[config.mk]
export PLATFORM = sky130hd
export DESIGN_NAME = guarded_delimiter_splitter_flat
export DESIGN_NICKNAME = d
export VERILOG_FILES = /design/src/rtl/gds_pkg.sv /design/src/rtl/gds_if.sv /design/src/rtl/gds_core.sv /design/src/rtl/gds_emit.sv /design/src/rtl/guarded_delimiter_splitter.sv /design/src/flat_wrapper.sv
export SDC_FILE = /design/constraint.sdc
export NUM_CORES = 1
export LEC_CHECK = 0
export BUFFER_PORTS_ARGS = -buffer_cell sky130_fd_sc_hd__buf_2
export CORE_MARGIN = 3
export CORE_UTILIZATION = 50
export CTS_CLUSTER_SIZE = 30
export DETAILED_ROUTE_END_ITERATION = 12
export PLACE_DENSITY = 0.67
export SLEW_MARGIN = 20
export SYNTH_ARGS = -nofsm -noshare
export SYNTH_HDL_FRONTEND = slang
export SYNTH_SLANG_ARGS = --single-unit
[constraint.sdc]
create_clock -name clock -period 20.9 [get_ports clock]
set_clock_uncertainty 0.2 [all_clocks]
set_input_delay 1.045 -clock clock [delete_from_list [all_inputs] [get_ports clock]]
set_output_delay 1.045 -clock clock [all_outputs]
set_load 0.05 [all_outputs]
[src/rtl/gds_pkg.sv]
// shared constants, payload types and helpers of the guarded delimiter splitter
package gds_pkg;

   localparam int MAX_DELIM_DEF   = 4;
   localparam int MAX_PAIRS_DEF   = 4;
   localparam int COUNT_WIDTH_DEF = 16;

   localparam int BYTE_W    = 8;
   localparam int REG_W     = 32;
   localparam int REG_BYTES = REG_W / BYTE_W;
   localparam int LEN_REG_W = 3;
   localparam int TOKEN_W   = 16;
   localparam int CSR_IDX_W = 3;

   localparam logic [CSR_IDX_W-1:0] REG_DELIM_BYTES  = 3'd0;
   localparam logic [CSR_IDX_W-1:0] REG_DELIM_LENGTH = 3'd1;
   localparam logic [CSR_IDX_W-1:0] REG_OPEN_CHARS   = 3'd2;
   localparam logic [CSR_IDX_W-1:0] REG_CLOSE_CHARS  = 3'd3;
   localparam logic [CSR_IDX_W-1:0] REG_PAIR_COUNT   = 3'd4;

   localparam logic [REG_W-1:0]     DELIM_BYTES_RST  = 32'd44;
   localparam logic [LEN_REG_W-1:0] DELIM_LENGTH_RST = 3'd1;

   typedef struct packed {
      logic [BYTE_W-1:0] in_byte;
      logic              is_last;
   } req_type;

   typedef struct packed {
      logic                 write;
      logic [CSR_IDX_W-1:0] index;
      logic [REG_W-1:0]     data;
   } csr_write_type;

   typedef struct packed {
      logic [BYTE_W-1:0]  out_byte;
      logic               byte_valid;
      logic               token_end;
      logic [TOKEN_W-1:0] token_count;
      logic               too_short;
      logic               last;
   } rsp_type;

   function automatic logic [BYTE_W-1:0] byte_of(logic [REG_W-1:0] reg_word, int j);
      if (j >= REG_BYTES) return '0;
      return reg_word[BYTE_W*j +: BYTE_W];
   endfunction

endpackage

[src/rtl/gds_if.sv]
// beat channels of the guarded delimiter splitter: request, response and register write
interface gds_req_if;
   import gds_pkg::*;
   logic              valid;
   logic              ready;
   logic [BYTE_W-1:0] in_byte;
   logic              is_last;
   modport source (output valid, in_byte, is_last, input ready);
   modport sink   (input valid, in_byte, is_last, output ready);
endinterface

interface gds_rsp_if;
   import gds_pkg::*;
   logic               valid;
   logic               ready;
   logic [BYTE_W-1:0]  out_byte;
   logic               byte_valid;
   logic               token_end;
   logic [TOKEN_W-1:0] token_count;
   logic               too_short;
   logic               last;
   modport source (output valid, out_byte, byte_valid, token_end, token_count, too_short,
                   last, input ready);
   modport sink   (input valid, out_byte, byte_valid, token_end, token_count, too_short,
                   last, output ready);
endinterface

interface gds_csr_if;
   import gds_pkg::*;
   logic                 valid;
   logic                 ready;
   logic [CSR_IDX_W-1:0] index;
   logic [REG_W-1:0]     data;
   modport source (output valid, index, data, input ready);
   modport sink   (input valid, index, data, output ready);
endinterface

[src/rtl/gds_core.sv]
// configuration registers, string state and the per-byte split step
module gds_core #(
   parameter int MAX_DELIM   = gds_pkg::MAX_DELIM_DEF,
   parameter int MAX_PAIRS   = gds_pkg::MAX_PAIRS_DEF,
   parameter int COUNT_WIDTH = gds_pkg::COUNT_WIDTH_DEF,
   parameter int MAX_RES     = MAX_DELIM + 1,
   parameter int RES_W       = $clog2(MAX_RES + 1)
) (
   input  logic                   clock,
   input  logic                   reset,
   input  gds_pkg::csr_write_type csr_write,
   input  logic                   item_accept,
   input  gds_pkg::req_type       item,
   output gds_pkg::rsp_type       res_list [MAX_RES],
   output logic [RES_W-1:0]       res_count
);
   import gds_pkg::*;

   localparam int LEN_W  = $clog2(MAX_DELIM + 1);
   localparam int PAIR_N = MAX_PAIRS + 1;
   localparam int PAIR_W = $clog2(MAX_PAIRS + 2);

   typedef rsp_type res_list_type [MAX_RES];

   logic [REG_W-1:0]     delim_bytes_ff, delim_bytes_in;
   logic [LEN_REG_W-1:0] delim_length_ff, delim_length_in;
   logic [REG_W-1:0]     open_chars_ff, open_chars_in;
   logic [REG_W-1:0]     close_chars_ff, close_chars_in;
   logic [LEN_REG_W-1:0] pair_count_ff, pair_count_in;
   logic                 cfg_hit;

   logic [BYTE_W-1:0]      win_ff [MAX_DELIM];
   logic [BYTE_W-1:0]      win_in [MAX_DELIM];
   logic [LEN_W-1:0]       fill_ff, fill_in;
   logic [PAIR_N-1:0]      flags_ff, flags_in;
   logic [LEN_W-1:0]       skip_ff, skip_in;
   logic [COUNT_WIDTH-1:0] tokens_ff, tokens_in;

   logic [LEN_W-1:0]  dl;
   logic [PAIR_W-1:0] np;
   logic              any_open;
   logic              matched;
   res_list_type      list_v;
   logic [RES_W-1:0]  n_v;

   function automatic logic [COUNT_WIDTH-1:0] sat_inc(logic [COUNT_WIDTH-1:0] v);
      if (v == '1) return v;
      return v + 1'b1;
   endfunction

   function automatic rsp_type mk_rsp(logic [BYTE_W-1:0] b, logic bv, logic te, logic sh,
                                      logic [COUNT_WIDTH-1:0] tok);
      rsp_type r;
      logic [TOKEN_W+COUNT_WIDTH-1:0] ext;
      ext           = {TOKEN_W'(0), tok};
      r.out_byte    = bv ? b : '0;
      r.byte_valid  = bv;
      r.token_end   = te;
      r.token_count = ext[TOKEN_W-1:0];
      r.too_short   = sh;
      r.last        = 1'b0;
      return r;
   endfunction

   function automatic res_list_type put(res_list_type l, logic [RES_W-1:0] n, rsp_type r);
      res_list_type o;
      o = l;
      for (int k = 0; k < MAX_RES; k++) begin
         if (int'(n) == k) o[k] = r;
      end
      return o;
   endfunction

   function automatic logic [PAIR_N-1:0] guard_check(logic [PAIR_N-1:0] f,
                                                     logic [BYTE_W-1:0] c);
      logic [PAIR_N-1:0] r;
      logic              hit;
      r   = f;
      hit = 1'b0;
      for (int j = 0; j < MAX_PAIRS; j++) begin
         if (!hit && j < int'(np)) begin
            if (!f[j] && c == byte_of(open_chars_ff, j)) begin
               r[j] = 1'b1;
               hit  = 1'b1;
            end else if (f[j] && c == byte_of(close_chars_ff, j)) begin
               r[j] = 1'b0;
               hit  = 1'b1;
            end
         end
      end
      return r;
   endfunction

   // config registers
   always_comb begin
      delim_bytes_in  = delim_bytes_ff;
      delim_length_in = delim_length_ff;
      open_chars_in   = open_chars_ff;
      close_chars_in  = close_chars_ff;
      pair_count_in   = pair_count_ff;
      cfg_hit         = 1'b0;
      if (csr_write.write) begin
         cfg_hit = 1'b1;
         unique case (csr_write.index)
            REG_DELIM_BYTES:  delim_bytes_in  = csr_write.data;
            REG_DELIM_LENGTH: delim_length_in = csr_write.data[LEN_REG_W-1:0];
            REG_OPEN_CHARS:   open_chars_in   = csr_write.data;
            REG_CLOSE_CHARS:  close_chars_in  = csr_write.data;
            REG_PAIR_COUNT:   pair_count_in   = csr_write.data[LEN_REG_W-1:0];
            default:          cfg_hit         = 1'b0;
         endcase
      end
   end

   always_ff @(posedge clock) begin
      if (reset) begin
         delim_bytes_ff  <= DELIM_BYTES_RST;
         delim_length_ff <= DELIM_LENGTH_RST;
         open_chars_ff   <= '0;
         close_chars_ff  <= '0;
         pair_count_ff   <= '0;
      end else begin
         delim_bytes_ff  <= delim_bytes_in;
         delim_length_ff <= delim_length_in;
         open_chars_ff   <= open_chars_in;
         close_chars_ff  <= close_chars_in;
         pair_count_ff   <= pair_count_in;
      end
   end

   // effective lengths
   always_comb begin
      if (delim_length_ff == '0) begin
         dl = LEN_W'(1);
      end else if (int'(delim_length_ff) > MAX_DELIM) begin
         dl = LEN_W'(MAX_DELIM);
      end else begin
         dl = LEN_W'(delim_length_ff);
      end
      if (int'(pair_count_ff) > MAX_PAIRS) begin
         np = PAIR_W'(MAX_PAIRS);
      end else begin
         np = PAIR_W'(pair_count_ff);
      end
   end

   always_comb begin
      any_open = 1'b0;
      for (int j = 0; j < MAX_PAIRS; j++) begin
         if (j < int'(np) && flags_ff[j]) any_open = 1'b1;
      end
   end

   // delimiter compare over held bytes plus the new byte
   always_comb begin
      logic [BYTE_W-1:0] last_d;
      last_d  = '0;
      matched = 1'b1;
      for (int i = 0; i < MAX_DELIM; i++) begin
         if (i < int'(dl) - 1 && win_ff[i] != byte_of(delim_bytes_ff, i)) matched = 1'b0;
         if (i == int'(dl) - 1) last_d = byte_of(delim_bytes_ff, i);
      end
      matched = matched && (item.in_byte == last_d);
   end

   // split step
   always_comb begin
      logic [BYTE_W-1:0]      c;
      logic [BYTE_W-1:0]      b;
      logic [LEN_W-1:0]       skip_v;
      logic [PAIR_N-1:0]      flags_v;
      logic [COUNT_WIDTH-1:0] tok;
      logic [BYTE_W-1:0]      win_v [MAX_DELIM];
      c         = item.in_byte;
      b         = '0;
      skip_v    = skip_ff;
      flags_v   = flags_ff;
      tok       = tokens_ff;
      win_v     = win_ff;
      win_in    = win_ff;
      fill_in   = fill_ff;
      flags_in  = flags_ff;
      skip_in   = skip_ff;
      tokens_in = tokens_ff;
      n_v       = '0;
      for (int k = 0; k < MAX_RES; k++) list_v[k] = '0;
      if (item_accept) begin
         if (int'(fill_ff) + 1 < int'(dl)) begin
            // window still filling
            for (int i = 0; i < MAX_DELIM; i++) begin
               if (int'(fill_ff) == i) win_in[i] = c;
            end
            fill_in = fill_ff + 1'b1;
            if (item.is_last) begin
               list_v    = put(list_v, n_v, mk_rsp('0, 1'b0, 1'b0, 1'b1, tokens_ff));
               n_v       = n_v + 1'b1;
               fill_in   = '0;
               flags_in  = '0;
               skip_in   = '0;
               tokens_in = '0;
            end
         end else begin
            if (skip_ff != '0) begin
               skip_v = skip_ff - 1'b1;
            end else if (!any_open && matched) begin
               tok     = sat_inc(tok);
               list_v  = put(list_v, n_v, mk_rsp('0, 1'b0, 1'b1, 1'b0, tok));
               n_v     = n_v + 1'b1;
               skip_v  = dl - LEN_W'(1);
               flags_v = guard_check(flags_ff, c);
            end else begin
               b       = (dl > LEN_W'(1)) ? win_ff[0] : c;
               list_v  = put(list_v, n_v, mk_rsp(b, 1'b1, 1'b0, 1'b0, tok));
               n_v     = n_v + 1'b1;
               flags_v = guard_check(flags_ff, b);
            end
            for (int i = 0; i < MAX_DELIM - 1; i++) begin
               if (i < int'(dl) - 2) begin
                  win_v[i] = win_ff[i+1];
               end else if (i == int'(dl) - 2) begin
                  win_v[i] = c;
               end
            end
            if (item.is_last) begin
               // flush held bytes that are not delimiter bytes, then end the token
               for (int i = 0; i < MAX_DELIM - 1; i++) begin
                  if (i < int'(dl) - 1 && i >= int'(skip_v)) begin
                     list_v = put(list_v, n_v, mk_rsp(win_v[i], 1'b1, 1'b0, 1'b0, tok));
                     n_v    = n_v + 1'b1;
                  end
               end
               tok       = sat_inc(tok);
               list_v    = put(list_v, n_v, mk_rsp('0, 1'b0, 1'b1, 1'b0, tok));
               n_v       = n_v + 1'b1;
               win_in    = win_v;
               fill_in   = '0;
               flags_in  = '0;
               skip_in   = '0;
               tokens_in = '0;
            end else begin
               win_in    = win_v;
               flags_in  = flags_v;
               skip_in   = skip_v;
               tokens_in = tok;
            end
         end
      end
   end

   always_ff @(posedge clock) begin
      if (reset || cfg_hit) begin
         fill_ff   <= '0;
         flags_ff  <= '0;
         skip_ff   <= '0;
         tokens_ff <= '0;
      end else begin
         fill_ff   <= fill_in;
         flags_ff  <= flags_in;
         skip_ff   <= skip_in;
         tokens_ff <= tokens_in;
      end
   end

   always_ff @(posedge clock) begin
      win_ff <= win_in;
   end

   assign res_list  = list_v;
   assign res_count = n_v;

   a_fill_below_len: assert property (@(posedge clock) disable iff (reset)
      int'(fill_ff) < int'(dl))
      else $error("window fill reached delimiter length");

   a_skip_below_len: assert property (@(posedge clock) disable iff (reset)
      int'(skip_ff) < int'(dl))
      else $error("skip count reached delimiter length");

   a_tokens_step: assert property (@(posedge clock) disable iff (reset)
      tokens_ff == $past(tokens_ff) || tokens_ff == $past(tokens_ff) + 1'b1 ||
      tokens_ff == '0)
      else $error("token count moved by more than one");

endmodule

[src/rtl/gds_emit.sv]
// result buffer that holds one byte's results and issues them one beat at a time
module gds_emit #(
   parameter int MAX_RES = gds_pkg::MAX_DELIM_DEF + 1,
   parameter int RES_W   = $clog2(MAX_RES + 1)
) (
   input  logic             clock,
   input  logic             reset,
   input  logic             load,
   input  gds_pkg::rsp_type list_in [MAX_RES],
   input  logic [RES_W-1:0] count_in,
   output logic             can_load,
   output logic             rsp_valid,
   input  logic             rsp_ready,
   output gds_pkg::rsp_type rsp_data
);
   import gds_pkg::*;

   rsp_type          res_buf_ff [MAX_RES];
   logic [RES_W-1:0] cnt_ff, cnt_in;
   logic [RES_W-1:0] idx_ff, idx_in;
   logic             busy;
   logic             is_final;
   logic             pop;
   rsp_type          head;

   assign busy     = idx_ff != cnt_ff;
   assign is_final = busy && (idx_ff + 1'b1 == cnt_ff);
   assign pop      = busy && rsp_ready;
   assign can_load = !busy || (pop && is_final);

   always_comb begin
      head = res_buf_ff[0];
      for (int k = 0; k < MAX_RES; k++) begin
         if (int'(idx_ff) == k) head = res_buf_ff[k];
      end
      head.last = is_final;
   end

   assign rsp_valid = busy;
   assign rsp_data  = head;

   always_comb begin
      cnt_in = cnt_ff;
      idx_in = idx_ff;
      if (load) begin
         cnt_in = count_in;
         idx_in = '0;
      end else if (pop) begin
         idx_in = idx_ff + 1'b1;
      end
   end

   always_ff @(posedge clock) begin
      if (reset) begin
         cnt_ff <= '0;
         idx_ff <= '0;
      end else begin
         cnt_ff <= cnt_in;
         idx_ff <= idx_in;
      end
   end

   always_ff @(posedge clock) begin
      if (load) res_buf_ff <= list_in;
   end

   a_idx_in_range: assert property (@(posedge clock) disable iff (reset)
      idx_ff <= cnt_ff)
      else $error("result index ran past result count");

   a_pop_advances: assert property (@(posedge clock) disable iff (reset)
      (pop && !is_final) |=> (busy && idx_ff == $past(idx_ff) + 1'b1))
      else $error("non-final beat did not advance to the next result");

   a_load_shows: assert property (@(posedge clock) disable iff (reset)
      (load && count_in != '0) |=> (rsp_valid && idx_ff == '0))
      else $error("loaded results not presented from the first");

endmodule

[src/rtl/guarded_delimiter_splitter.sv]
// top level of the guarded delimiter splitter
// Splits a byte stream into tokens at a delimiter of one to four bytes, ignoring
// delimiters inside open guard pairs. One request beat is taken per clock while
// each byte yields at most one response beat and the response side is ready, so
// ordinary text streams at one byte per cycle. The final byte of a string yields
// up to delim_length+1 response beats (its own result, held bytes, then the token
// end), issued one per cycle while the response side is ready; the next request
// is taken in the cycle the last of them is taken. The split step is combinational
// on the request beat; responses appear from the result buffer in the following
// cycle. Register writes are taken in any cycle, are meant for an idle block, and
// restart the string in progress. There is no clearing pass after reset.
module guarded_delimiter_splitter #(
   parameter int MAX_DELIM   = gds_pkg::MAX_DELIM_DEF,
   parameter int MAX_PAIRS   = gds_pkg::MAX_PAIRS_DEF,
   parameter int COUNT_WIDTH = gds_pkg::COUNT_WIDTH_DEF
) (
   input logic       clock,
   input logic       reset,
   gds_req_if.sink   req_if,
   gds_rsp_if.source rsp_if,
   gds_csr_if.sink   csr_if
);
   import gds_pkg::*;

   localparam int MAX_RES = MAX_DELIM + 1;
   localparam int RES_W   = $clog2(MAX_RES + 1);

   csr_write_type    csr_write;
   req_type          item;
   logic             item_accept;
   logic             can_load;
   rsp_type          res_list [MAX_RES];
   logic [RES_W-1:0] res_count;
   logic             rsp_valid;
   rsp_type          rsp_data;

   assign csr_if.ready    = 1'b1;
   assign csr_write.write = csr_if.valid;
   assign csr_write.index = csr_if.index;
   assign csr_write.data  = csr_if.data;

   assign item.in_byte = req_if.in_byte;
   assign item.is_last = req_if.is_last;
   assign req_if.ready = can_load;
   assign item_accept  = req_if.valid && can_load;

   gds_core #(
      .MAX_DELIM   (MAX_DELIM),
      .MAX_PAIRS   (MAX_PAIRS),
      .COUNT_WIDTH (COUNT_WIDTH),
      .MAX_RES     (MAX_RES),
      .RES_W       (RES_W)
   ) u_core (
      .clock       (clock),
      .reset       (reset),
      .csr_write   (csr_write),
      .item_accept (item_accept),
      .item        (item),
      .res_list    (res_list),
      .res_count   (res_count)
   );

   gds_emit #(
      .MAX_RES (MAX_RES),
      .RES_W   (RES_W)
   ) u_emit (
      .clock     (clock),
      .reset     (reset),
      .load      (item_accept),
      .list_in   (res_list),
      .count_in  (res_count),
      .can_load  (can_load),
      .rsp_valid (rsp_valid),
      .rsp_ready (rsp_if.ready),
      .rsp_data  (rsp_data)
   );

   assign rsp_if.valid       = rsp_valid;
   assign rsp_if.out_byte    = rsp_data.out_byte;
   assign rsp_if.byte_valid  = rsp_data.byte_valid;
   assign rsp_if.token_end   = rsp_data.token_end;
   assign rsp_if.token_count = rsp_data.token_count;
   assign rsp_if.too_short   = rsp_data.too_short;
   assign rsp_if.last        = rsp_data.last;

endmodule
[src/flat_wrapper.sv]
// flat-port wrapper written by rule: the top's interface ports become plain ports
module guarded_delimiter_splitter_flat import gds_pkg::*;
#(
   parameter int MAX_DELIM   = gds_pkg::MAX_DELIM_DEF,
   parameter int MAX_PAIRS   = gds_pkg::MAX_PAIRS_DEF,
   parameter int COUNT_WIDTH = gds_pkg::COUNT_WIDTH_DEF
)
  (clock, reset, req_if_valid, req_if_in_byte, req_if_is_last, req_if_ready, rsp_if_valid, rsp_if_out_byte, rsp_if_byte_valid, rsp_if_token_end, rsp_if_token_count, rsp_if_too_short, rsp_if_last, rsp_if_ready, csr_if_valid, csr_if_index, csr_if_data, csr_if_ready);
  gds_req_if req_if_i ();
  gds_rsp_if rsp_if_i ();
  gds_csr_if csr_if_i ();
  input logic clock;
  input logic reset;
  input wire logic [$bits(req_if_i.valid)-1:0] req_if_valid;
  input wire logic [$bits(req_if_i.in_byte)-1:0] req_if_in_byte;
  input wire logic [$bits(req_if_i.is_last)-1:0] req_if_is_last;
  output wire logic [$bits(req_if_i.ready)-1:0] req_if_ready;
  output wire logic [$bits(rsp_if_i.valid)-1:0] rsp_if_valid;
  output wire logic [$bits(rsp_if_i.out_byte)-1:0] rsp_if_out_byte;
  output wire logic [$bits(rsp_if_i.byte_valid)-1:0] rsp_if_byte_valid;
  output wire logic [$bits(rsp_if_i.token_end)-1:0] rsp_if_token_end;
  output wire logic [$bits(rsp_if_i.token_count)-1:0] rsp_if_token_count;
  output wire logic [$bits(rsp_if_i.too_short)-1:0] rsp_if_too_short;
  output wire logic [$bits(rsp_if_i.last)-1:0] rsp_if_last;
  input wire logic [$bits(rsp_if_i.ready)-1:0] rsp_if_ready;
  input wire logic [$bits(csr_if_i.valid)-1:0] csr_if_valid;
  input wire logic [$bits(csr_if_i.index)-1:0] csr_if_index;
  input wire logic [$bits(csr_if_i.data)-1:0] csr_if_data;
  output wire logic [$bits(csr_if_i.ready)-1:0] csr_if_ready;
  assign req_if_i.valid = req_if_valid;
  assign req_if_i.in_byte = req_if_in_byte;
  assign req_if_i.is_last = req_if_is_last;
  assign req_if_ready = req_if_i.ready;
  assign rsp_if_valid = rsp_if_i.valid;
  assign rsp_if_out_byte = rsp_if_i.out_byte;
  assign rsp_if_byte_valid = rsp_if_i.byte_valid;
  assign rsp_if_token_end = rsp_if_i.token_end;
  assign rsp_if_token_count = rsp_if_i.token_count;
  assign rsp_if_too_short = rsp_if_i.too_short;
  assign rsp_if_last = rsp_if_i.last;
  assign rsp_if_i.ready = rsp_if_ready;
  assign csr_if_i.valid = csr_if_valid;
  assign csr_if_i.index = csr_if_index;
  assign csr_if_i.data = csr_if_data;
  assign csr_if_ready = csr_if_i.ready;
  guarded_delimiter_splitter #(.MAX_DELIM(MAX_DELIM), .MAX_PAIRS(MAX_PAIRS), .COUNT_WIDTH(COUNT_WIDTH)) u_core (.clock(clock), .reset(reset), .req_if(req_if_i), .rsp_if(rsp_if_i), .csr_if(csr_if_i));
endmodule
==> results of run 1 <==
path summary, 6_finish.rpt:
path | startpoint | to | slack (ns) | depth (start not counted)
worst min register to register | u_core.u_emit.cnt_ff[0] | u_core.u_emit.cnt_ff[0] | 0.27 | 2
worst max-delay path | u_core.u_core.delim_length_ff[2] | u_core.u_emit.res_buf_ff[30] | 11.46 | 26
worst min-delay path | u_core.u_emit.cnt_ff[0] | u_core.u_emit.cnt_ff[0] | 0.27 | 2
worst max register to register | u_core.u_core.delim_length_ff[2] | u_core.u_emit.res_buf_ff[30] | 11.46 | 26
synth_stat cells, drive strengths merged (29+ instances only):
cell type / number / area, um2
a22oi: 33 / 247.7
xor2: 105 / 927.1
nor2: 212 / 798.3
clkbuf: 131 / 493.0
edfxtp: 163 / 4895
dfxtp: 134 / 2683
mux2i: 70 / 700.7
a21oi: 253 / 1274
nor4: 38 / 244.0
xnor2: 94 / 830.8
inv: 45 / 168.9
a31oi: 29 / 196.4
ha: 36 / 450.4
nand2: 322 / 1209
a211oi: 38 / 285.3
o22ai: 32 / 200.2
nand3: 61 / 317.8
nor3: 35 / 175.2
o21ai: 85 / 429.2
cell type report:
class | instances | area, um2
inverter | 47 | 178.9
timing repair buffer | 107 | 608.1
clock buffer | 43 | 937.1
clock inverter | 21 | 200.2
fill | 3437 | 16200
multi-input combinational | 1726 | 10630
sequential | 297 | 7577
tap | 504 | 630.6
cells in the final DEF, fill, tap and decap left out, types with 16 or more instances in the layout:
cell,instances
nand2b_1,23
mux2i_1,70
o211ai_1,20
nor2_1,209
o21ai_0,70
nand3_1,60
a31oi_1,28
o22ai_1,32
nor2b_1,16
buf_2,78
nor4_1,37
nand4_1,25
clkbuf_16,36
nand2_1,321
inv_1,43
xnor2_1,93
buf_4,29
a21oi_1,251
xor2_1,104
ha_1,35
a211oi_1,38
edfxtp_1,163
a22oi_1,33
nor3_1,33
dfxtp_1,134
critical path, cell delays in order, from the launching register on:
cell and delay [ns]:
dfxtp_1 0.30, buf_4 0.23, a21oi_1 0.53, inv_1 0.20, ha_1 0.50, or3b_1 0.45
a21oi_1 0.19, nor2_1 0.06, a2111oi_1 0.64, nand4_1 0.64, nor4_1 0.76, nor2_1 0.27
nand4_1 0.36, inv_1 0.19, ha_1 0.37, nand2_1 0.14, nor4b_4 0.24, buf_4 0.28
inv_1 0.12, ha_1 0.33, o2111ai_1 0.27, and2_1 0.34, ha_1 0.23, nand2b_1 0.32
a21oi_1 0.76, a21oi_1 0.14, a21oi_1 0.19
sequential cells by signal, summed over array words and instances, names as in the netlist, 4 cells and up:
name	cells
u_core.u_core.open_chars_ff	32
u_core.u_core.win_ff	32
u_core.u_core.flags_ff	4
u_core.u_emit.res_buf_ff	131
u_core.u_core.close_chars_ff	32
u_core.u_core.tokens_ff	16
u_core.u_core.delim_bytes_ff	32
through the flow:
stage	total power [W]	instance area (um2)	setup WS, ns
after floorplan	0.0009649	18960	13.94
after global placement	0.001064	19610	12.18
after detailed placement	0.001069	19610	11.79
after CTS	0.001684	20750	11.78
after global routing	0.001743	20760	10.88
final	0.001681	20760	11.46
power groups by stage:
stage,sequential [W],clock (W),combinational (W)
final,0.000728,0.000618,0.000335
after global routing,0.000732,0.000650,0.000360
after CTS,0.000727,0.000625,0.000332
after floorplan,0.000728,0,0.000237
after global placement,0.000737,0,0.000327
after detailed placement,0.000739,0,0.000331
metal layers:
metal,routed length [um],share of wire,track usage,up-vias
met1,26380,0.42,0.4183,8120
li1,-,-,-,8012
met3,5636,0.090,0.05092,139
met5,0,0,0,-
met4,1975,0.031,0.09762,0
met2,28850,0.46,0.4855,878
logic make-up (layout without fill, tap and decap cells):
group / count (synthesis) / in the layout
AO/OA/AOI/OAI: 609 / 609
XOR/XNOR: 199 / 199
adder cells (fa/ha/maj): 38 / 38
buffers and inverters: 204 / 218
flip-flops: 297 / 297
multiplexers: 77 / 77
other: 1 / 1
AND/OR/NAND/NOR: 802 / 802
==> metrics.md, run 1 <==
| Metric | Value |
|---|---|
| Status | complete, no violations |
| Largest net degree at the start of global routing | 70 |
| Number of gates resized after CTS | 0 |
| Setup crit end kind | flop |
| Core area | 36960 um2 |
| Syn Inst Count | 2227 |
| Layout area overhead | 9.469% |
| Combinational family with the most area after synthesis | compound AO/OA/AOI/OAI gates |
| Worst-margin pin slew | 1.115 ns |
| Initial antenna violation count | 0 |
| Setup bufs post-CTS | 0 |
| Syn Std Cell Area | 18960 um2 |
| CTS tree | yes |
| Die W | 200.7 um |
| Register bit total from synthesis | 297 |
| Top_reg_cell synth | edfxtp_1 |
| Setup TNS | 0 ns |
| Final WL | 62850 um |
| I/O Pins | 80 |
| Clock root buffer | clkbuf_16 |
| Final non-filler cell total | 2745 |
| Post-synth EDFFs | 163 |
| Final Hold Slack | 0.2686 ns |
| First-pass GRT wire length | 96460 um |
| Xor/xnor share of the synthesized area | 0.09271 |
| Maxcap violations | 0 |
| Starting Density | 0.5130 |
| GP Congestion | 0.9488 |
| Sequential-to-total area share from yosys stat | 0.3996 |
| Via count | 17150 |
| Die area | 40300 um2 |
| Count of pins over their slew limit | 0 |
| Detailed Routing Iterations Pass 1 | 6 |
| Sw Ratio | 0.3202 |
| Max Root-Sink Buffers | 3 |
| Yosys warnings | 0 |
| Post-placement cell count | 2681 |
| Final period util | 0.4517 |
| CTS Hold Bufs | 0 |
| Power Density | 81.00 nW/um2 |
| Static leakage | 7.468 nW |
| Highest clock rate | 105.9 MHz |
| Fin. Hold Viols | 0 |
| Crit path DAT | 9.65 ns |
| Synth Area in Simple Gates | 0.1937 |
| Vias per inst | 6.247 |
| Distinct cell type count after synthesis | 103 |
| Synth async-reset ratio | 0 |
| Max-slew headroom | 0.2551 |
| Post-Synth Adder-Cell Area | 0.02534 |
| Syn nets | 2313 |
| Setup violators final | 0 |
| Clock share of power | 0.368 |
| RSZ-0062 raised after global routing | no |
| Synth Area in Compound Gates | 0.2052 |
| GRT overflow | 0 |
| Total global-route track usage | 0.3023 |
| Vias in the first global route | 16100 |
| FP Rows | 70 |
| Sequential Power Share | 0.433 |
| DP Wirelength | 45080 um |
| Crit Path Category | reg2reg |
| TritonCTS buffer count | 35 |
| ANT nets after route | 0 |
| Port buffer count | 78 |
| Die H | 200.7 um |
| Share of cells above drive strength 1 | 0.09639 |
| Nets | 2300 |
| Max VDD drop | 0.05770 mV |
| Sw power | 0.0005384 W |
| Period minus WS final | 9.441 ns |
| Final core utilization | 0.5616 |
| Clock sinks | 297 |
| Setup crit start kind | flop |
| Diode count | 0 |
| Pint | 0.001143 W |
| CP Data Required Time | 21.10 ns |
| Combinational Power Share | 0.199 |
| Initial DRC Count | 1897 |
| HP Class | reg2reg |
| Drc violations | 0 |
| Critical path fanouts, max | 30 |
| WL per Instance | 22.90 um |
| Clock Pin Slew Worst Setup and Hold Paths | 0.07 ns |
| Mux cell area share after synthesis | 0.04111 |
| Syn Area/Cell | 8.515 um2 |
| H-Tree Depth | 2 |
| Clk_lat worst skew | 0.56 ns |
(Power assumes the default switching activity.)
==> run 2: changes to the inputs <==
==> constraint.sdc (replaced) <==
create_clock -name clock -period 9.1 [get_ports clock]
set_clock_uncertainty 0.2 [all_clocks]
set_input_delay 0.455 -clock clock [delete_from_list [all_inputs] [get_ports clock]]
set_output_delay 0.455 -clock clock [all_outputs]
set_load 0.05 [all_outputs]
==> run 2 against run 1 <==
Effect of this change:
- non-clock buffer count grew 31
- worst hold slack lost 0.25 ns
- first-iteration DRC count grew 5.9%
- sequential cell count is the same
- register-to-register slack lost 11 ns
- utilization grew 0.69 points
- design area grew 1.2%
- setup slack lost 11 ns
- combinational power grew 130%
- routed wire length grew 0.23%
- largest power group unchanged
==> metrics.md, run 2 (synthesized netlist as in run 1, its figures left out) <==
| Metric | Value |
|---|---|
| Core area | 36960 um2 (unchanged) |
| Worst-margin pin slew | 1.119 ns (+0.003797 ns) |
| Most common cell after layout, fill and taps aside | nand2_1 |
| Detailed Routing Iterations Pass 1 | 5 (-1) |
| Final WL | 62990 um (+0.23%) |
| Max Root-Sink Buffers | 3 (unchanged) |
| FP Rows | 70 (unchanged) |
| Critical path fanouts, max | 11 (-63%) |
| Max reg flops | 131 (unchanged) |
| Die area | 40300 um2 (unchanged) |
| First-pass GRT wire length | 97300 um (+0.88%) |
| Setup TNS | 0 ns (unchanged) |
| Largest net degree at the start of global routing | 88 (+26%) |
| Final non-filler cell total | 2773 (+1.0%) |
| CP Data Required Time | 9.27 ns (-11.83 ns) |
| Final period util | 0.9188 (+0.4671) |
| Clock sinks | 297 (unchanged) |
| CTS tree | yes |
| RSZ-0062 raised after global routing | no |
| Power Density | 180.8 nW/um2 (+120%) |
| Die H | 200.7 um (unchanged) |
| Highest clock rate | 119.6 MHz (+13%) |
| Post-placement cell count | 2690 (+0.34%) |
| Top routing layer in use | met4 |
| Fill cells | 3433 (-0.12%) |
| Static leakage | 7.573 nW (+1.4%) |
| Die W | 200.7 um (unchanged) |
| Vias in the first global route | 16210 (+0.70%) |
| Initial DRC Count | 2009 (+5.9%) |
| HP Class | in2reg |
| Initial antenna violation count | 0 (unchanged) |
| Starting Density | 0.5130 (unchanged) |
| Period minus WS final | 8.361 ns (-1.080 ns) |
| Met2 wire len | 28750 um (-0.37%) |
| Fin. Hold Viols | 0 (unchanged) |
| Share of cells above drive strength 1 | 0.09828 (+0.001896) |
| Total global-route track usage | 0.3029 (+0.0005788) |
| Crit path DAT | 8.53 ns (-1.12 ns) |
| Max-slew headroom | 0.2526 (-0.002537) |
| WL per Instance | 22.72 um (-0.78%) |
| Met1 wire length | 27030 um (+2.4%) |
| Diode count | 0 (unchanged) |
| Top reg by flops | u_core.u_emit.res_buf_ff |
| Reg area | 7577 um2 (unchanged) |
| Final Hold Slack | 0.02124 ns (-0.2474 ns) |
| Most frequent cells in the layout | 321 x nand2_1, 250 x a21oi_1, 209 x nor2_1 |
| ANT nets after route | 0 (unchanged) |
| GP Congestion | 0.9893 (+4.3%) |
| H-Tree Depth | 2 (unchanged) |
| Worst setup margin | 0.7388 ns (-10.72 ns) |
| TritonCTS buffer count | 36 (+2.9%) |
| Layout area overhead | 10.81% |
| Count of pins over their slew limit | 0 (unchanged) |
| Drc violations | 0 (unchanged) |
| Setup crit end kind | flop |
| Port buffer count | 78 (unchanged) |
| Status | complete, no violations |
| Nets | 2332 (+1.4%) |
| Multi-input logic area | 10630 um2 (unchanged) |
| Vias per inst | 6.258 (+0.17%) |
| Via count | 17350 (+1.2%) |
| Maxcap violations | 0 (unchanged) |
| Setup crit start kind | flop |
| Clock root buffer | clkbuf_16 |
| GRT overflow | 0 (unchanged) |
| DP Wirelength | 45720 um (+1.4%) |
| Crit Path Category | reg2reg |
| Clock Pin Slew Worst Setup and Hold Paths | 0.06 ns (about the same) |
| I/O Pins | 80 (unchanged) |
| Clk_lat worst skew | 0.54 ns (-0.02 ns) |
| Max VDD drop | 0.1155 mV (+100%) |
| Setup violators final | 0 (unchanged) |
| Dpl ws | 0.8217 ns (-10.97 ns) |
| Met3 Routed Length | 5503 um (-2.4%) |
-- run 2: path summary, 6_finish.rpt --
check,from,to,slack [ns],cells past startpoint
max,u_core.u_core.delim_length_ff[0],u_core.u_emit.res_buf_ff[13],0.74,24
min,csr_if_data[28],u_core.u_core.open_chars_ff[28],0.02,3
max reg2reg,u_core.u_core.delim_length_ff[0],u_core.u_emit.res_buf_ff[13],0.74,24
min reg2reg,u_core.u_core.close_chars_ff[31],u_core.u_core.close_chars_ff[31],0.29,2
-- run 2: where the power goes --
part / internal, W / switching [W] / total, W / leakage, nW
clock network: 0.000780 / 0.000568 / 0.00135 / 0.528
logic: 0.000223 / 0.000560 / 0.000783 / 4.35
registers: 0.00159 / 0.0000796 / 0.00167 / 2.69
total: 0.00259 / 0.00121 / 0.00380 / 7.57
-- run 2: area by class of cell --
class | instances | area share
Clock buffer | 44 | 0.04579
Clock inverter | 17 | 0.005895
Inverter | 47 | 0.008515
Multi-Input combinational cell | 1726 | 0.5057
Sequential cell | 297 | 0.3606
Tap cell | 504 | 0.03001
Timing Repair Buffer | 138 | 0.04347
-- run 2: critical path, cell delays in order (launching register included) --
cell and delay (ns):
dfxtp_1 0.37, inv_1 0.08, a21oi_1 0.45, inv_1 0.20, ha_1 0.38, o41ai_2 0.94
a221oi_1 0.32, o21ba_2 0.28, o2111ai_1 0.46, nor4_1 0.17, nor2_1 0.39, nand4_1 0.40
inv_1 0.28, ha_1 0.29, nand2_1 0.16, nor4b_4 0.24, inv_1 0.14, ha_1 0.34
o2111ai_1 0.28, and2_1 0.36, nor2_1 0.28, nand2_1 0.33, inv_1 0.38, or3b_1 0.39
o21ai_0 0.08
-- run 2: metrics by stage --
step	cell area [um2]	util	total power, W
3_5_place_dp	19680	0.5324	0.002453
2_1_floorplan	18960	-	0.002216
4_1_cts	20970	0.5674	0.003802
5_1_grt	21010	0.5685	0.003940
6_report	21010	0.5685	0.003800
3_3_place_gp	19680	0.5324	0.002441
-- run 2: layer usage --
| layer | vias to the layer above | global-route usage |
|---|---|---|
| met5 | - | 0 |
| met4 | 0 | 0.08482 |
| met3 | 124 | 0.04378 |
| met2 | 905 | 0.4856 |
| met1 | 8258 | 0.4298 |
| li1 | 8067 | - |
-- run 2: what timing repair did --
| item | CTS | global route |
|---|---|---|
| endpoints found under the hold margin | 46 | 0 |
| resized for setup | 0 | 1 |
| hold buffers | 21 | 0 |
| setup buffers | 0 | 0 |
| setup endpoints to repair | 0 | 10 |
==> run 3: changes to the inputs <==
--- a/config.mk
+++ b/config.mk
@@ -7,10 +7,9 @@
 export LEC_CHECK = 0
 export BUFFER_PORTS_ARGS = -buffer_cell sky130_fd_sc_hd__buf_2
 export CORE_MARGIN = 3
-export CORE_UTILIZATION = 50
+export CORE_UTILIZATION = 45
 export CTS_CLUSTER_SIZE = 30
 export DETAILED_ROUTE_END_ITERATION = 12
-export PLACE_DENSITY = 0.67
 export SLEW_MARGIN = 20
 export SYNTH_ARGS = -nofsm -noshare
 export SYNTH_HDL_FRONTEND = slang
==> run 3 against run 2 <==
Effect of this change:
- via count is 0.84% lower
- total power increased by 2.3%
- register-to-register slack improved by 0.27 ns
==> metrics.md, run 3 (synthesized netlist as in run 1, its figures left out) <==
| Metric | Value |
|---|---|
| Detailed Routing Iterations Pass 1 | 6 (+1) |
| Crit path DAT | 8.15 ns (-0.38 ns) |
| Met2 wire len | 29140 um (+1.4%) |
| Power Density | 183.4 nW/um2 (+1.4%) |
| Initial antenna violation count | 0 (unchanged) |
| Met3 Routed Length | 5703 um (+3.6%) |
| CTS tree | yes |
| Final non-filler cell total | 2808 (+1.3%) |
| Final period util | 0.8888 (-0.03004) |
| H-Tree Depth | 2 (unchanged) |
| Hold Crit Depth | 4 (+1) |
| Setup violators final | 0 (unchanged) |
| Largest net degree at the start of global routing | 71 (-19%) |
| Drc violations | 0 (unchanged) |
| Clk_lat worst skew | 0.56 ns (+0.02 ns) |
| First-pass GRT wire length | 98480 um (+1.2%) |
| Top routing layer in use | met4 |
| Max-slew headroom | 0.2700 (+0.01737) |
| Via count | 17210 (-0.84%) |
| Fin. Hold Viols | 0 (unchanged) |
| HP Class | in2reg |
| R2R Path Start | u_core.u_core.delim_length_ff[0] |
| Core area | 41200 um2 (+11%) |
| Max reg flops | 131 (unchanged) |
| Clock Pin Slew Worst Setup and Hold Paths | 0.06 ns (about the same) |
| CP Data Required Time | 9.16 ns (-0.11 ns) |
| Max VDD drop | 0.1305 mV (+13%) |
| Die area | 44640 um2 (+11%) |
| DP Wirelength | 46220 um (+1.1%) |
| Max Root-Sink Buffers | 3 (unchanged) |
| Reg2reg end | u_core.u_emit.res_buf_ff[30] |
| Top reg by flops | u_core.u_emit.res_buf_ff |
| Count of pins over their slew limit | 0 (unchanged) |
| Most common cell on crit path | inv_1 |
| Starting Density | 0.4602 (-0.05281) |
| GRT overflow | 0 (unchanged) |
| Setup TNS | 0 ns (unchanged) |
| Initial DRC Count | 1750 (-13%) |
| FP Rows | 74 (+5.7%) |
| Met1 wire length | 27140 um (+0.40%) |
| Hold worst-path end | u_core.u_core.delim_bytes_ff[10] |
| Layout area overhead | 11.72% |
| Die W | 211.3 um (+5.2%) |
| Total global-route track usage | 0.2838 (-0.01916) |
| RSZ-0062 raised after global routing | no |
| Fill cells | 3892 (+13%) |
| Diode count | 0 (unchanged) |
| Most common cell after layout, fill and taps aside | nand2_1 |
| Port buffer count | 78 (unchanged) |
| Most frequent cells in the layout | 321 x nand2_1, 250 x a21oi_1, 209 x nor2_1 |
| Setup crit end kind | flop |
| GP Congestion | 0.9323 (-5.8%) |
| Clock root buffer | clkbuf_16 |
| Share of cells above drive strength 1 | 0.1002 (+0.001895) |
| Vias per inst | 6.129 (-2.1%) |
| CP max-delay cell | o41ai_2 |
| Final WL | 64010 um (+1.6%) |
| Maxcap violations | 0 (unchanged) |
| Die H | 211.3 um (+5.2%) |
| Period minus WS final | 8.088 ns (-0.2733 ns) |
| Worst reg-to-reg setup slack | 1.01 ns (+0.27 ns) |
| Static leakage | 7.645 nW (+0.95%) |
| Vias in the first global route | 16530 (+2.0%) |
| R2r worst-path depth | 25 (+4.2%) |
| Worst-margin pin slew | 1.093 ns (-0.02600 ns) |
| Post-placement cell count | 2719 (+1.1%) |
| HP Start | csr_if_index[2] |
| Clock sinks | 297 (unchanged) |
| Critical path fanouts, max | 14 (+3) |
| WL per Instance | 22.79 um (+0.34%) |
| I/O Pins | 80 (unchanged) |
| CP peak stage delay | 0.91 ns (-0.03 ns) |
| ANT nets after route | 0 (unchanged) |
| TritonCTS buffer count | 36 (unchanged) |
| Nets | 2340 (+0.34%) |
| Highest clock rate | 123.6 MHz (+3.4%) |
| Setup crit start kind | flop |
| Status | complete, no violations |
| Final core utilization | 0.5142 (-0.05433) |
| Final Hold Slack | 0.05729 ns (+0.03605 ns) |
| Crit Path Category | reg2reg |
| Total power | 0.003885 W (+2.3%) |
==> run 3: timing repair <==
action                     4_1_cts  5_1_grt
hold endpoints to repair        78        0
gates resized for setup          0        2
hold buffers                    29        0
setup buffers                    0        0
setup endpoints to repair        0       10
==> run 3: final cells by class <==
cell class	instances	area, um2	area share
multi-input cells	1726	10640	0.5022
flip-flops and latches	297	7577	0.3577
clock buffers	46	1011	0.04772
repair buffers	146	975.9	0.04607
well taps	532	665.6	0.03142
inverters	47	178.9	0.008446
clock inverters	14	136.4	0.006438
==> run 3: where the power goes <==
group	switching (W)	total, W	internal, W	leakage (nW)
registers	0.0000770	0.00167	0.00159	2.69
logic	0.000562	0.000784	0.000221	4.39
clock network	0.000592	0.00143	0.000842	0.563
total	0.00123	0.00389	0.00265	7.65
==> run 3: layer usage <==
layer / global-route usage / up-vias
met5: 0 / -
met4: 0.09861 / 0
met3: 0.04782 / 132
met2: 0.4578 / 822
met1: 0.3881 / 8179
li1: - / 8076
==> run 3: metrics by stage <==
step           area, um2  worst slack (ns)
6_report           21180             1.012
5_1_grt            21180            0.1204
4_1_cts            21160            0.7560
3_5_place_dp       19720            0.7924
3_3_place_gp       19720             1.008
2_1_floorplan      18960             2.135
==> run 3: how the worst max path moves through the flow <==
stage                                              end  cells past startpoint                             start
final                     u_core.u_emit.res_buf_ff[30]                     25  u_core.u_core.delim_length_ff[0]
after floorplan              u_core.u_core.flags_ff[0]                     14           u_core.u_emit.idx_ff[0]
after detailed placement  u_core.u_emit.res_buf_ff[30]                     25  u_core.u_core.delim_length_ff[0]
after CTS                 u_core.u_emit.res_buf_ff[30]                     25  u_core.u_core.delim_length_ff[0]
after global routing      u_core.u_emit.res_buf_ff[30]                     27  u_core.u_core.delim_length_ff[0]
after global placement    u_core.u_emit.res_buf_ff[30]                     25  u_core.u_core.delim_length_ff[0]
==> run 3: worst max-delay path, delay by kind of cell, from the launching register on <==
| family | cells | cell delay [ns] |
|---|---|---|
| compound gates | 8 | 3.12 |
| simple gates | 7 | 1.78 |
| fa+ha+maj | 4 | 1.20 |
| buf+inv | 6 | 1.09 |
| flops | 1 | 0.37 |
